--- config.mk ---
export PLATFORM = sky130hd
export DESIGN_NAME = c3mc_ram
export DESIGN_NICKNAME = d
export VERILOG_FILES = /design/src/c3mc_ram.sv
export SDC_FILE = /design/constraint.sdc
export NUM_CORES = 1
export LEC_CHECK = 0
export BUFFER_PORTS_ARGS = -buffer_cell sky130_fd_sc_hd__buf_2
export CORE_UTILIZATION = 48
export CTS_CLUSTER_DIAMETER = 50
export DETAILED_ROUTE_END_ITERATION = 8
export GPL_ROUTABILITY_DRIVEN = 0
export PLACE_DENSITY = 0.8
export SETUP_SLACK_MARGIN = 0.4
export SLEW_MARGIN = 5
export SYNTH_ARGS = -nofsm -noshare
export SYNTH_HDL_FRONTEND = slang
export SYNTH_SLANG_ARGS = --single-unit
--- constraint.sdc ---
create_clock -name i_clk -period 1.3 [get_ports i_clk]
set_clock_uncertainty 0.2 [all_clocks]
set_input_delay 0.065 -clock i_clk [delete_from_list [all_inputs] [get_ports i_clk]]
set_output_delay 0.065 -clock i_clk [all_outputs]
set_load 0.01 [all_outputs]
--- src/c3mc_ram.sv ---
`timescale 1ns / 1ps
// ----------------------------------------------------------------------------
// c3mc_ram
// Simple dual-port RAM, one write and one registered read per cycle.
// ----------------------------------------------------------------------------
module c3mc_ram #(
    parameter int WIDTH = 8,
    parameter int DEPTH = 4
) (
    input  logic                     i_clk,
    input  logic                     i_we,
    input  logic [$clog2(DEPTH)-1:0] i_waddr,
    input  logic [WIDTH-1:0]         i_wdata,
    input  logic [$clog2(DEPTH)-1:0] i_raddr,
    output logic [WIDTH-1:0]         o_rdata
);

    logic [WIDTH-1:0] r_mem [DEPTH];
    logic [WIDTH-1:0] r_rdata;

    // Write port and registered read port.
    always_ff @(posedge i_clk) begin
        if (i_we) begin
            r_mem[i_waddr] <= i_wdata;
        end
        r_rdata <= r_mem[i_raddr];
    end

    assign o_rdata = r_rdata;

endmodule

==> flow_summary_export.csv <==
group,metric,value,unit
die,rows,18,
place,dp_hpwl,1.23,mm
drt,routed_wl,1.88,mm
power,internal_power,1.76,mW
logic_synthesis,syn_area_per_cell,25.0,sq um
status,violations,"hold timing",
cts,clockBufferDepth,2,
timing,relSlewSlack,81.2,%
drt,wire_per_inst,15.7,um
worst_setup_path,path_max_fanout,1,
worst_setup_path,cp.arrival,1.17,ns
drt,drt_iter0_drc,15,
power,leakagePower,0.600,nW
worst_setup_path,critPathKind,"flop to flop",
worst_setup_path,cpLargestDelayFamily,"multiplexers",
worst_setup_path,slowest_stage,"mux4_2",
drt,antenna_left,0,
cts,clk_latency,0.32,ns
worst_setup_path,required,1.30,ns
global_route,grt_pass1_vias,659,
layout,instances_no_fill,120,
die,die_w,55.0,um
worst_setup_path,cpPeakStageDelay,0.47,ns
power,cellPowerDensity,1320,nW/um^2
timing,holdWs,-0.0298,ns
power,p_sw,431,uW
timing,fin_crit_sh,89.6,%
layout,nFillCells,184,
drt,vias_per_cell,5.16,
run,drv_cap,0,
power,pwr-share-clk,24.4,%
global_route,grt-ovfl-total,0,
drt,first_pass_iters,3,
timing,fin_crit,1.16,ns
power,p_sw_share,19.6,%
layout,diodes,0,
timing,maxSlewViolCount,0,
worst_setup_path,reg2reg_depth,1,
logic_synthesis,syn_nets,68,
timing,setup_violations,0,
worst_setup_path,cp-end-kind,"flop",
status,status,"complete, but fails checks",
power,p_comb_share,8.2,%
die,dieArea,3030,sq um
worst_hold_path,hp-start,"i_raddr[1]",
cts,cts.sinks,40,
cts,ctsHoldBuffers,8,
timing,finalSetupTns,0,ns
global_route,grt_pass1_wl,2.93,mm
worst_hold_path,min_to,"o_rdata[5]",
place,dpl_cell_area,1500,sq um
die,start_util,52.5,%
cts,clkTransAtPathRegs,0.10,ns
timing,worst_slew_pin_slew,0.282,ns
place,dp_cells,105,
drt,drc,0,
cts,cts_root_buf,"clkbuf_4",
timing,rsz0062_at_grt,"yes",
cts,cts_tree,"done",
logic_synthesis,synth-seq-area-share,83.1,%
worst_setup_path,startpoint,"r_mem[3][2]",
timing,final_hold_viol_count,8,
layout,syn2layout_area_growth,23.1,%
die,die_y,55.0,um
cts,cts_buffers,5,
worst_setup_path,reg2reg_to,"o_rdata[2]",
die,ioPinCount,22,
worst_hold_path,min_path_type,"input pin to flop",
power,vdd_drop_max,824,uV
logic_synthesis,synth_warnings,0,
worst_setup_path,startpoint_type,"flop",
power,power_frac_seq,67.4,%
cts,post_cts_buffers,0,
logic_synthesis,synth_area,1350,sq um
global_route,grt_usage,15.5,%
worst_setup_path,r2r_start,"r_mem[3][2]",
worst_setup_path,worst-path-buf-inv,0,
timing,fmax,859,MHz
global_route,grt_max_degree,12,
drt,vias,619,
layout,stdcell_area,1660,sq um
layout,drive_above_1_share,48.9,%
place,io_buffer_count,21,
logic_synthesis,synth-seq-cells,40,
cts,cts-htree-levels,2,
worst_hold_path,hold_path_depth,2,
worst_setup_path,r2r_setup_slack,0.14,ns
logic_synthesis,syn_inst,54,
layout,fin_nets,104,
die,fp.coreArea,2570,sq um
logic_synthesis,synthDistinctLibCells,8,
worst_setup_path,worstPathCellList,"mux4_2",
global_route,grt_antenna_before_repair,0,
how the worst max path moves through the flow:
stage / end / slack [ns] / cells after the start
after global placement: o_rdata[7] / 0.08 / 2
final: o_rdata[2] / 0.14 / 1
after floorplan: o_rdata[0] / 0.19 / 1
after global routing: o_rdata[4] / 0.1 / 1
after detailed placement: o_rdata[6] / 0.06 / 2
after CTS: o_rdata[3] / 0.13 / 1
cells in the final DEF (no fill, tap or decap):
master,instances
dfxtp_2,4
and3b_2,2
nor3b_4,1
clkbuf_1,1
clkinv_2,1
and3_1,1
dlygate4sd3_1,8
buf_6,4
edfxtp_1,32
buf_4,2
buf_2,17
clkbuf_4,5
mux4_2,8
dfxtp_1,4
stage by stage:
step                      utilization [%]  power [mW]  worst slack, ns
after global placement               58.6        1.65           0.0767
final                                64.7        2.19            0.135
after global routing                 64.7        2.30           0.0978
after floorplan                         -        1.58            0.191
after CTS                            63.8        2.20            0.127
after detailed placement             58.6        1.65           0.0618
cell families after synthesis:
| kind of cell | share of synthesized area, % |
|---|---|
| AND/OR/NAND/NOR | 2.32 |
| multiplexers | 13.4 |
| buffers and inverters | 1.21 |
| flip-flops | 83.1 |
layout make-up:
| type | instances | area [sq um] | share of cell area, % |
|---|---|---|---|
| Clock buffer | 6 | 41.3 | 2.49 |
| Clock inverter | 1 | 5.00 | 0.301 |
| Multi-Input combinational cell | 12 | 225 | 13.6 |
| Sequential cell | 40 | 1130 | 67.8 |
| Tap cell | 30 | 37.5 | 2.26 |
| Timing Repair Buffer | 31 | 225 | 13.6 |
flip-flops by register name (all words and copies together), names as in the netlist:
| register | count |
|---|---|
| o_rdata | 8 |
| r_mem | 32 |
synthesized netlist by cell type:
cell	n	area, sq um
and3_1	1	6.26
and3b_1	2	17.5
buf_6	1	11.3
clkbuf_2	1	5.00
dfxtp_1	8	160
edfxtp_1	32	961
mux4_2	8	180
nor3b_1	1	7.51
power by group through the flow:
stage / clock [mW] / sequential [mW] / combinational [mW]
floorplan: 0 / 1.51 / 0.0685
global placement: 0 / 1.50 / 0.146
detailed placement: 0 / 1.50 / 0.150
CTS: 0.557 / 1.48 / 0.172
global route: 0.616 / 1.49 / 0.197
finish: 0.536 / 1.48 / 0.179
routing by layer:
metal	global-route usage (%)	wire, um
met3	5.74	95
met1	18.1	832
met4	7.50	13
met5	0	0
met2	25.3	936
timing repair:
| item | 4_1_cts | 5_1_grt |
|---|---|---|
| gates cloned | 0 | 0 |
| resized for setup | 2 | 6 |
| endpoints found under the setup margin | 16 | 16 |
| hold endpoints to repair | 40 | 8 |
(Power assumes the default switching activity.)
