[src/c3mc_pkg.sv]
`timescale 1ns / 1ps
// ----------------------------------------------------------------------------
// c3mc_pkg
// Shared types, constants and helpers for the 3x3 multichannel convolution.
// ----------------------------------------------------------------------------
package c3mc_pkg;

    // Default sizes handed to the top level.
    localparam int MAX_COLS_DEF     = 128;
    localparam int MAX_ROWS_DEF     = 128;
    localparam int MAX_FILTERS_DEF  = 8;
    localparam int MAX_CHANNELS_DEF = 3;
    localparam int SAMPLE_BITS_DEF  = 16;

    // Fixed geometry and field widths.
    localparam int KERNEL   = 3;
    localparam int KTAPS    = KERNEL * KERNEL;
    localparam int SUM_W    = 36;
    localparam int FID_W    = 6;
    localparam int POS_W    = 7;
    localparam int IDX_W    = 8;
    localparam int CFG_IW   = 2;
    localparam int CFG_DW   = 8;

    // Configuration register indexes.
    localparam logic [CFG_IW-1:0] REG_OUT_COLS    = 2'd0;
    localparam logic [CFG_IW-1:0] REG_OUT_ROWS    = 2'd1;
    localparam logic [CFG_IW-1:0] REG_CHANNELS    = 2'd2;
    localparam logic [CFG_IW-1:0] REG_NUM_FILTERS = 2'd3;

    // Reset values of the configuration registers.
    localparam logic [7:0] OUT_COLS_RST    = 8'd128;
    localparam logic [7:0] OUT_ROWS_RST    = 8'd128;
    localparam logic [1:0] CHANNELS_RST    = 2'd1;
    localparam logic [3:0] NUM_FILTERS_RST = 4'd1;

    // Input item codes.
    localparam logic OP_PIXEL = 1'b0;
    localparam logic OP_COEFF = 1'b1;

    // Sequencer states.
    typedef enum logic [1:0] {
        S_IDLE,
        S_LOAD,
        S_ISSUE
    } t_state;

    // One filter's partial sum travelling down the cell chain.
    typedef struct packed {
        logic              valid;
        logic              last;
        logic [FID_W-1:0]  fid;
        logic [POS_W-1:0]  orow;
        logic [POS_W-1:0]  ocol;
        logic [SUM_W-1:0]  sum;
    } t_tok;

    // A zero register value acts as one; large values saturate.
    function automatic int lim(input int v, input int hi);
        int r;
        begin
            if (v == 0) begin
                r = 1;
            end else if (v > hi) begin
                r = hi;
            end else begin
                r = v;
            end
            return r;
        end
    endfunction

endpackage

[src/c3mc_cell.sv]
`timescale 1ns / 1ps
// ----------------------------------------------------------------------------
// c3mc_cell
// One tap of the kernel: holds that tap's coefficient for every filter and
// adds its product to the partial sum passing through.
// ----------------------------------------------------------------------------
module c3mc_cell #(
    parameter int TAP         = 0,
    parameter int TAPS        = 27,
    parameter int MAX_FILTERS = c3mc_pkg::MAX_FILTERS_DEF,
    parameter int SAMPLE_BITS = c3mc_pkg::SAMPLE_BITS_DEF
) (
    input  logic                          i_clk,
    input  logic                          i_rst_n,
    input  logic                          i_en,
    input  logic                          i_coef_wr,
    input  logic [c3mc_pkg::IDX_W-1:0]    i_coef_idx,
    input  logic signed [SAMPLE_BITS-1:0] i_coef_val,
    input  logic signed [SAMPLE_BITS-1:0] i_sample,
    input  logic                          i_tap_on,
    input  c3mc_pkg::t_tok                i_tok,
    output c3mc_pkg::t_tok                o_tok
);

    localparam int FW  = (MAX_FILTERS > 1) ? $clog2(MAX_FILTERS) : 1;
    localparam int NF  = 2 ** FW;
    localparam int PW  = (2 * SAMPLE_BITS > c3mc_pkg::SUM_W) ?
                         2 * SAMPLE_BITS : c3mc_pkg::SUM_W;
    localparam int XW  = (c3mc_pkg::IDX_W > 16) ? c3mc_pkg::IDX_W : 16;

    logic signed [SAMPLE_BITS-1:0]   r_coef [NF];
    logic signed [SAMPLE_BITS-1:0]   coef;
    logic signed [2*SAMPLE_BITS-1:0] prod;
    logic signed [PW-1:0]            prod_x;
    c3mc_pkg::t_tok                  r_tok;
    c3mc_pkg::t_tok                  n_tok;

    // Coefficient slots of this tap, one per filter.
    always_ff @(posedge i_clk) begin
        if (!i_rst_n) begin
            for (int f = 0; f < NF; f++) begin
                r_coef[f] <= '0;
            end
        end else begin
            for (int f = 0; f < MAX_FILTERS; f++) begin
                if (i_coef_wr && (XW'(i_coef_idx) == XW'(f * TAPS + TAP))) begin
                    r_coef[f] <= i_coef_val;
                end
            end
        end
    end

    // Multiply and accumulate into the passing sum.
    assign coef   = r_coef[i_tok.fid[FW-1:0]];
    assign prod   = coef * i_sample;
    assign prod_x = PW'(prod);

    always_comb begin
        n_tok = i_tok;
        if (i_tap_on) begin
            n_tok.sum = i_tok.sum + prod_x[c3mc_pkg::SUM_W-1:0];
        end
    end

    // Hand the token to the next cell.
    always_ff @(posedge i_clk) begin
        if (!i_rst_n) begin
            r_tok <= '0;
        end else if (i_en) begin
            r_tok <= n_tok;
        end
    end

    assign o_tok = r_tok;

endmodule

[config.mk]
export PLATFORM = sky130hd
export DESIGN_NAME = c3mc_cell
export DESIGN_NICKNAME = d
export VERILOG_FILES = /design/src/c3mc_pkg.sv /design/src/c3mc_cell.sv
export SDC_FILE = /design/constraint.sdc
export NUM_CORES = 1
export LEC_CHECK = 0
export BUFFER_PORTS_ARGS = -buffer_cell sky130_fd_sc_hd__buf_2
export CAP_MARGIN = 10
export CORE_MARGIN = 4
export CORE_UTILIZATION = 55
export CTS_CLUSTER_DIAMETER = 200
export DETAILED_ROUTE_END_ITERATION = 10
export PLACE_DENSITY = 0.86
export SYNTH_ARGS = -nofsm -noshare
export SYNTH_HDL_FRONTEND = slang
export SYNTH_SLANG_ARGS = --single-unit
[constraint.sdc]
create_clock -name i_clk -period 9.7 [get_ports i_clk]
set_input_delay 0.485 -clock i_clk [delete_from_list [all_inputs] [get_ports i_clk]]
set_output_delay 0.485 -clock i_clk [all_outputs]
set_load 0.03 [all_outputs]
==> results of run 1 <==
[synth_stat cells, types with 5 or more instances]
library cell and n:
nor3_1 9, o21bai_1 7, nand3b_1 5, ha_1 117
nand4_1 6, fa_1 263, a31oi_1 12, dfxtp_1 58
inv_1 325, or3_1 5, mux2_2 15, nand2b_1 12
o21ai_0 40, o211ai_1 10, and3_1 6, edfxtp_1 128
and2_1 112, clkbuf_1 71, o21a_1 6, nand2_1 187
a211oi_1 19, nand3_1 12, a21oi_1 72, mux2i_1 47
xnor2_1 47, a21o_1 24, o21ai_1 6, nor2_1 178
or2_2 6, nor2b_1 33, xor2_1 14, mux4_2 32
[worst max-delay path, delay by kind of cell]
kind / cells / cell delay (ns)
muxes: 3 / 1.29
AOI/OAI and AO/OA: 8 / 2.03
adders and majority gates: 8 / 3.69
buffers and inverters: 6 / 0.55
and+or+nand+nor: 8 / 1.48
[path summary, 6_finish.rpt]
| kind | from | endpoint | cells past startpoint |
|---|---|---|---|
| worst max-delay path | i_tok[50] | o_tok[35] | 33 |
| worst min-delay path | i_tok[42] | o_tok[42] | 3 |
| worst max register to register | r_coef[7][4] | o_tok[35] | 31 |
| worst min register to register | o_tok[1] | o_tok[1] | 2 |
[logic make-up after synthesis]
family | after synthesis | share of synthesized area (%)
fa+ha+maj | 380 | 34.7
mux | 96 | 7.12
flops | 186 | 25.8
buf+inv | 403 | 7.82
simple gates | 585 | 14.2
compound gates | 232 | 7.68
xor+xnor | 61 | 2.75
[registers in the layout (all words and copies together), names as in the netlist]
signal,cells
r_coef,128
o_tok,58
[metrics by stage]
step | cells | util [%] | setup slack [ns]
2_1_floorplan | 1943 | - | 0.736
3_3_place_gp | 2491 | 59.3 | 0.405
3_5_place_dp | 2491 | 59.3 | 0.155
4_1_cts | 2523 | 61.1 | 0.593
5_1_grt | 2525 | 61.1 | 0.0884
6_report | 2526 | 61.1 | 0.507
[cell usage in the layout, fill, tap and decap left out, types with 58 or more instances in the layout]
cell type,count
edfxtp_1,128
a21oi_1,72
and2_1,112
nand2_1,187
inv_1,325
buf_2,159
ha_1,117
fa_1,263
nor2_1,178
dfxtp_1,58
[area by class of cell]
type / count / area, um2 / area share, %
Antenna cell: 3 / 7.51 / 0.0354
Clock buffer: 17 / 425 / 2.01
Clock inverter: 15 / 181 / 0.855
Inverter: 326 / 1220 / 5.77
Multi-Input combinational cell: 1354 / 12900 / 60.8
Sequential cell: 186 / 5000 / 23.6
Tap cell: 455 / 569 / 2.68
Timing Repair Buffer: 170 / 903 / 4.26
[layer usage]
metal / global-route usage (%) / vias up
li1: - / 6503
met1: 32.0 / 7403
met2: 45.9 / 712
met3: 4.71 / 155
met4: 10.6 / 0
met5: 0 / -
==> flow_metrics.env, run 1 <==
export IMPL_synth_cell_type_count=66
export IMPL_vias_per_cell=5.85
export IMPL_synthFlopType="edfxtp_1"
export IMPL_rows=68
export IMPL_tightestPinTransition_ns=1.02
export IMPL_htreeDepth=4
export IMPL_avgSynthCellArea_um2=9.99
export IMPL_post_cts_resized=0
export IMPL_grt_use_total_pct=26.1
export IMPL_fp_dieH_um=196
export IMPL_rrSetupSlack_ns=0.60
export IMPL_crit_slowest_cell="mux4_2"
export IMPL_die_area_um2=38400
export IMPL_synth_top_area_share_pct=27.1
export IMPL_maxCapViolations=0
export IMPL_dp_hpwl_um=38100
export IMPL_worstPathRequired_ns=10.06
export IMPL_min_path_type="in -> reg"
export IMPL_met2_length_um=25800
export IMPL_fin_tns_setup_ns=0
export IMPL_drc_errors=0
export IMPL_port_buffers=160
export IMPL_highest_layer="met4"
export IMPL_worstSetupEndpointType="flop"
export IMPL_die_w_um=196
export IMPL_status="completed"
export IMPL_synth_nets=2426
export IMPL_ant_nets=0
export IMPL_timing_hold_ws_ns=0.279
export IMPL_rsz0062_at_grt="false"
export IMPL_clock_path_buffers=2
export IMPL_cts_reportedPaths_clkPinSlew_ns=0.08
export IMPL_netlist_instances=1943
export IMPL_synth_area_top_cells="fa_1, edfxtp_1, ha_1"
export IMPL_clk_latency_ns=0.45
export IMPL_relSlewSlack_pct=31.8
export IMPL_antenna_found_initial=2
export IMPL_cp_data_arrival_time_ns=9.56
export IMPL_report_final_slew_viol_count=0
export IMPL_synth_ff_latch_count=186
export IMPL_netlist_area_um2=19400
export IMPL_critPathMaxFanout=33
export IMPL_yosys_warnings=0
export IMPL_ys_seq_area_share_pct=25.8
export IMPL_clock_sinks=186
export IMPL_wl_met3_um=3980
export IMPL_cts_tree="yes"
export IMPL_fin_nets=2538
export IMPL_first_pass_iters=5
export IMPL_ctsHoldBuffers=0
export IMPL_drt_iter0_markers=1218
export IMPL_ios=161
export IMPL_drive_gt1_share_pct=12.9
export IMPL_start_kind="input port"
export IMPL_worstSetupPathType="in -> reg"
export IMPL_fillers=2781
export IMPL_placed_cell_area_um2=20600
export IMPL_finalCriticalPeriod_ns=9.19
export IMPL_max_freq_mhz=109
export IMPL_wl_per_cell_um=19.6
export IMPL_hold_violations=0
export IMPL_root_buffer="clkbuf_16"
export IMPL_fin_crit_sh_pct=94.8
export IMPL_post_cts_buffers=0
export IMPL_grt_max_degree=92
export IMPL_grt_pass1_wl_um=79600
export IMPL_async_flop_share_pct=0
export IMPL_gp_congestion=0.943
export IMPL_grt_pass1_vias=15616
export IMPL_setup_violations=0
export IMPL_core_area_um2=34700
export IMPL_skew_ns=0.0227
export IMPL_wl_um=49600
export IMPL_syn_to_final_growth_pct=9.23
export IMPL_synth_edf_count=128
export IMPL_vias=14773
export IMPL_met1_length_um=17800
export IMPL_crit_top_cell="fa_1"
export IMPL_critPathMaxStageDelay_ns=0.54
export IMPL_numCtsBuffers=17
export IMPL_grt_overflow_total=0
export IMPL_yosysTopAreaCell="fa_1"
export IMPL_postLayoutCellArea_um2=21200
export IMPL_initial_core_util_pct=55.9
Power of run 1 is not shown: default switching activity piles up to over one toggle a cycle in this logic, so the estimate is an artifact.
==> run 2, diff against run 1 <==
--- a/config.mk
+++ b/config.mk
@@ -5,6 +5,7 @@
 export SDC_FILE = /design/constraint.sdc
 export NUM_CORES = 1
 export LEC_CHECK = 0
+export ABC_AREA = 1
 export BUFFER_PORTS_ARGS = -buffer_cell sky130_fd_sc_hd__buf_2
 export CAP_MARGIN = 10
 export CORE_MARGIN = 4
@@ -12,6 +13,8 @@
 export CTS_CLUSTER_DIAMETER = 200
 export DETAILED_ROUTE_END_ITERATION = 10
 export PLACE_DENSITY = 0.86
+export REMOVE_ABC_BUFFERS = 1
 export SYNTH_ARGS = -nofsm -noshare
 export SYNTH_HDL_FRONTEND = slang
 export SYNTH_SLANG_ARGS = --single-unit
+export TNS_END_PERCENT = 5
==> flow_metrics.env, run 2 <==
export IMPL_status="completed"
export IMPL_start_kind="input port"
export IMPL_avgSynthCellArea_um2=8.13
export IMPL_gp_congestion=1.01
export IMPL_n_antenna_cell=0
export IMPL_drt_iter0_markers=1371
export IMPL_drive_gt1_share_pct=9.10
export IMPL_min_path_type="in -> reg"
export IMPL_vias_per_cell=5.62
export IMPL_die_w_um=199
export IMPL_r2r_cells=34
export IMPL_clk_latency_ns=0.45
export IMPL_grt_pass1_vias=17965
export IMPL_dp_hpwl_um=45000
export IMPL_report_final_slew_viol_count=0
export IMPL_yosysTopAreaCell="fa_1"
export IMPL_maxCapViolations=0
export IMPL_netlist_area_um2=20200
export IMPL_root_buffer="clkbuf_16"
export IMPL_skew_ns=0.0175
export IMPL_finalCriticalPeriod_ns=8.95
export IMPL_fin_nets=3085
export IMPL_rr_startpoint="r_coef[2][7]"
export IMPL_crit_slowest_cell="fa_1"
export IMPL_tightestPinTransition_ns=1.10
export IMPL_rsz0062_at_grt="false"
export IMPL_critPathMaxFanout=17
export IMPL_first_pass_iters=6
export IMPL_htreeDepth=4
export IMPL_relSlewSlack_pct=26.8
export IMPL_max_freq_mhz=112
export IMPL_hold_path_depth=3
export IMPL_critPathMaxStageDelay_ns=0.54
export IMPL_grt_overflow_total=0
export IMPL_fin_crit_sh_pct=92.3
export IMPL_synthTopCellsByCount="nand2_1, inv_1, nor2_1, fa_1, edfxtp_1"
export IMPL_worstPathRequired_ns=10.05
export IMPL_numCtsBuffers=17
export IMPL_syn_to_final_growth_pct=9.32
export IMPL_clock_path_buffers=2
export IMPL_synth_area_top_cells="fa_1, edfxtp_1, nand2_1"
export IMPL_fin_tns_setup_ns=0
export IMPL_port_buffers=160
export IMPL_synth_edf_count=128
export IMPL_antenna_found_initial=0
export IMPL_layout_commonest_cell="nand2_1"
export IMPL_die_area_um2=39800
export IMPL_worstSetupPathType="in -> reg"
export IMPL_synth_cell_type_count=45
export IMPL_wl_per_cell_um=18.5
export IMPL_yosysMostFrequentCell="nand2_1"
export IMPL_r2r_end="o_tok[35]"
export IMPL_synth_top_area_share_pct=26.1
export IMPL_grt_max_degree=74
export IMPL_clock_sinks=186
export IMPL_yosys_warnings=0
export IMPL_netlist_instances=2479
export IMPL_post_cts_resized=0
export IMPL_layout_common_cells="nand2_1, inv_1, nor2_1, fa_1, buf_2"
export IMPL_max_flop_register="r_coef"
export IMPL_synth_ff_latch_count=186
export IMPL_synthFlopType="edfxtp_1"
export IMPL_fp_dieH_um=199
export IMPL_cts_tree="yes"
export IMPL_cp_data_arrival_time_ns=9.30
export IMPL_rows=69
export IMPL_wl_um=57000
export IMPL_ant_nets=0
export IMPL_hold_violations=0
export IMPL_rrSetupSlack_ns=1.26
export IMPL_initial_core_util_pct=56.3
export IMPL_ios=161
export IMPL_post_cts_buffers=0
export IMPL_setup_violations=0
export IMPL_largest_reg_flops=128
export IMPL_grt_use_total_pct=29.6
export IMPL_ys_seq_area_share_pct=24.8
export IMPL_drc_errors=0
export IMPL_async_flop_share_pct=0
export IMPL_cts_reportedPaths_clkPinSlew_ns=0.08
export IMPL_grt_pass1_wl_um=92700
export IMPL_core_area_um2=35800
export IMPL_holdPathEnd="o_tok[56]"
export IMPL_worstSetupEndpointType="flop"
export IMPL_vias=17273
export IMPL_worstHoldStart="i_tok[56]"
export IMPL_ctsHoldBuffers=0
## run 2: how the worst max path moves through the flow
stage	startpoint	slack [ns]	depth (start not counted)	endpoint
after floorplan	i_tok[50]	2.04	36	o_tok[35]
after global placement	i_tok[52]	0.55	38	o_tok[25]
after detailed placement	i_tok[52]	0.45	43	o_tok[35]
after CTS	i_tok[52]	0.90	43	o_tok[35]
after global routing	i_tok[52]	0.29	38	o_tok[25]
final	i_tok[52]	0.75	43	o_tok[35]
## run 2: kinds of logic (layout without fill, tap and decap cells)
logic type	after synthesis	after routing	share of synthesized area [%]
buffers and inverters	549	685	10.3
adder cells (fa/ha/maj)	380	380	33.4
XOR/XNOR	42	42	1.82
multiplexers	32	32	1.59
AO/OA/AOI/OAI	296	296	8.65
AND/OR/NAND/NOR	994	994	19.4
flip-flops	186	186	24.8
## run 2: layout make-up
cell class,instances,area (um2)
Sequential cell,186,5000
Timing Repair Buffer,178,973
Fill cell,2976,13800
Clock inverter,15,185
Multi-Input combinational cell,1744,13100
Inverter,475,1780
Tap cell,461,577
Clock buffer,17,425
## run 2: routing by layer
layer	global-route usage (%)	wire length, um
met5	0	0
met3	7.76	5980
met2	47.9	26500
met1	38.8	22400
met4	10.8	2170
## run 2: worst max-delay path: cells and delay by family
kind / cells / cell delay (ns)
xor+xnor: 1 / 0.16
buf+inv: 12 / 1.91
fa+ha+maj: 8 / 3.83
compound gates: 2 / 0.19
simple gates: 20 / 2.74
## run 2: stage by stage
stage / instances / instance area (um2) / util, % / setup slack (ns) / hold slack (ns)
2_1_floorplan: 2405 / 19900 / - / 2.04 / 0.574
3_3_place_gp: 3044 / 21400 / 59.8 / 0.546 / 0.449
3_5_place_dp: 3044 / 21400 / 59.8 / 0.451 / 0.455
4_1_cts: 3076 / 22000 / 61.5 / 0.904 / 0.252
5_1_grt: 3076 / 22000 / 61.5 / 0.287 / 0.267
6_report: 3076 / 22000 / 61.5 / 0.749 / 0.266
Power of run 2 is left out for the same reason.
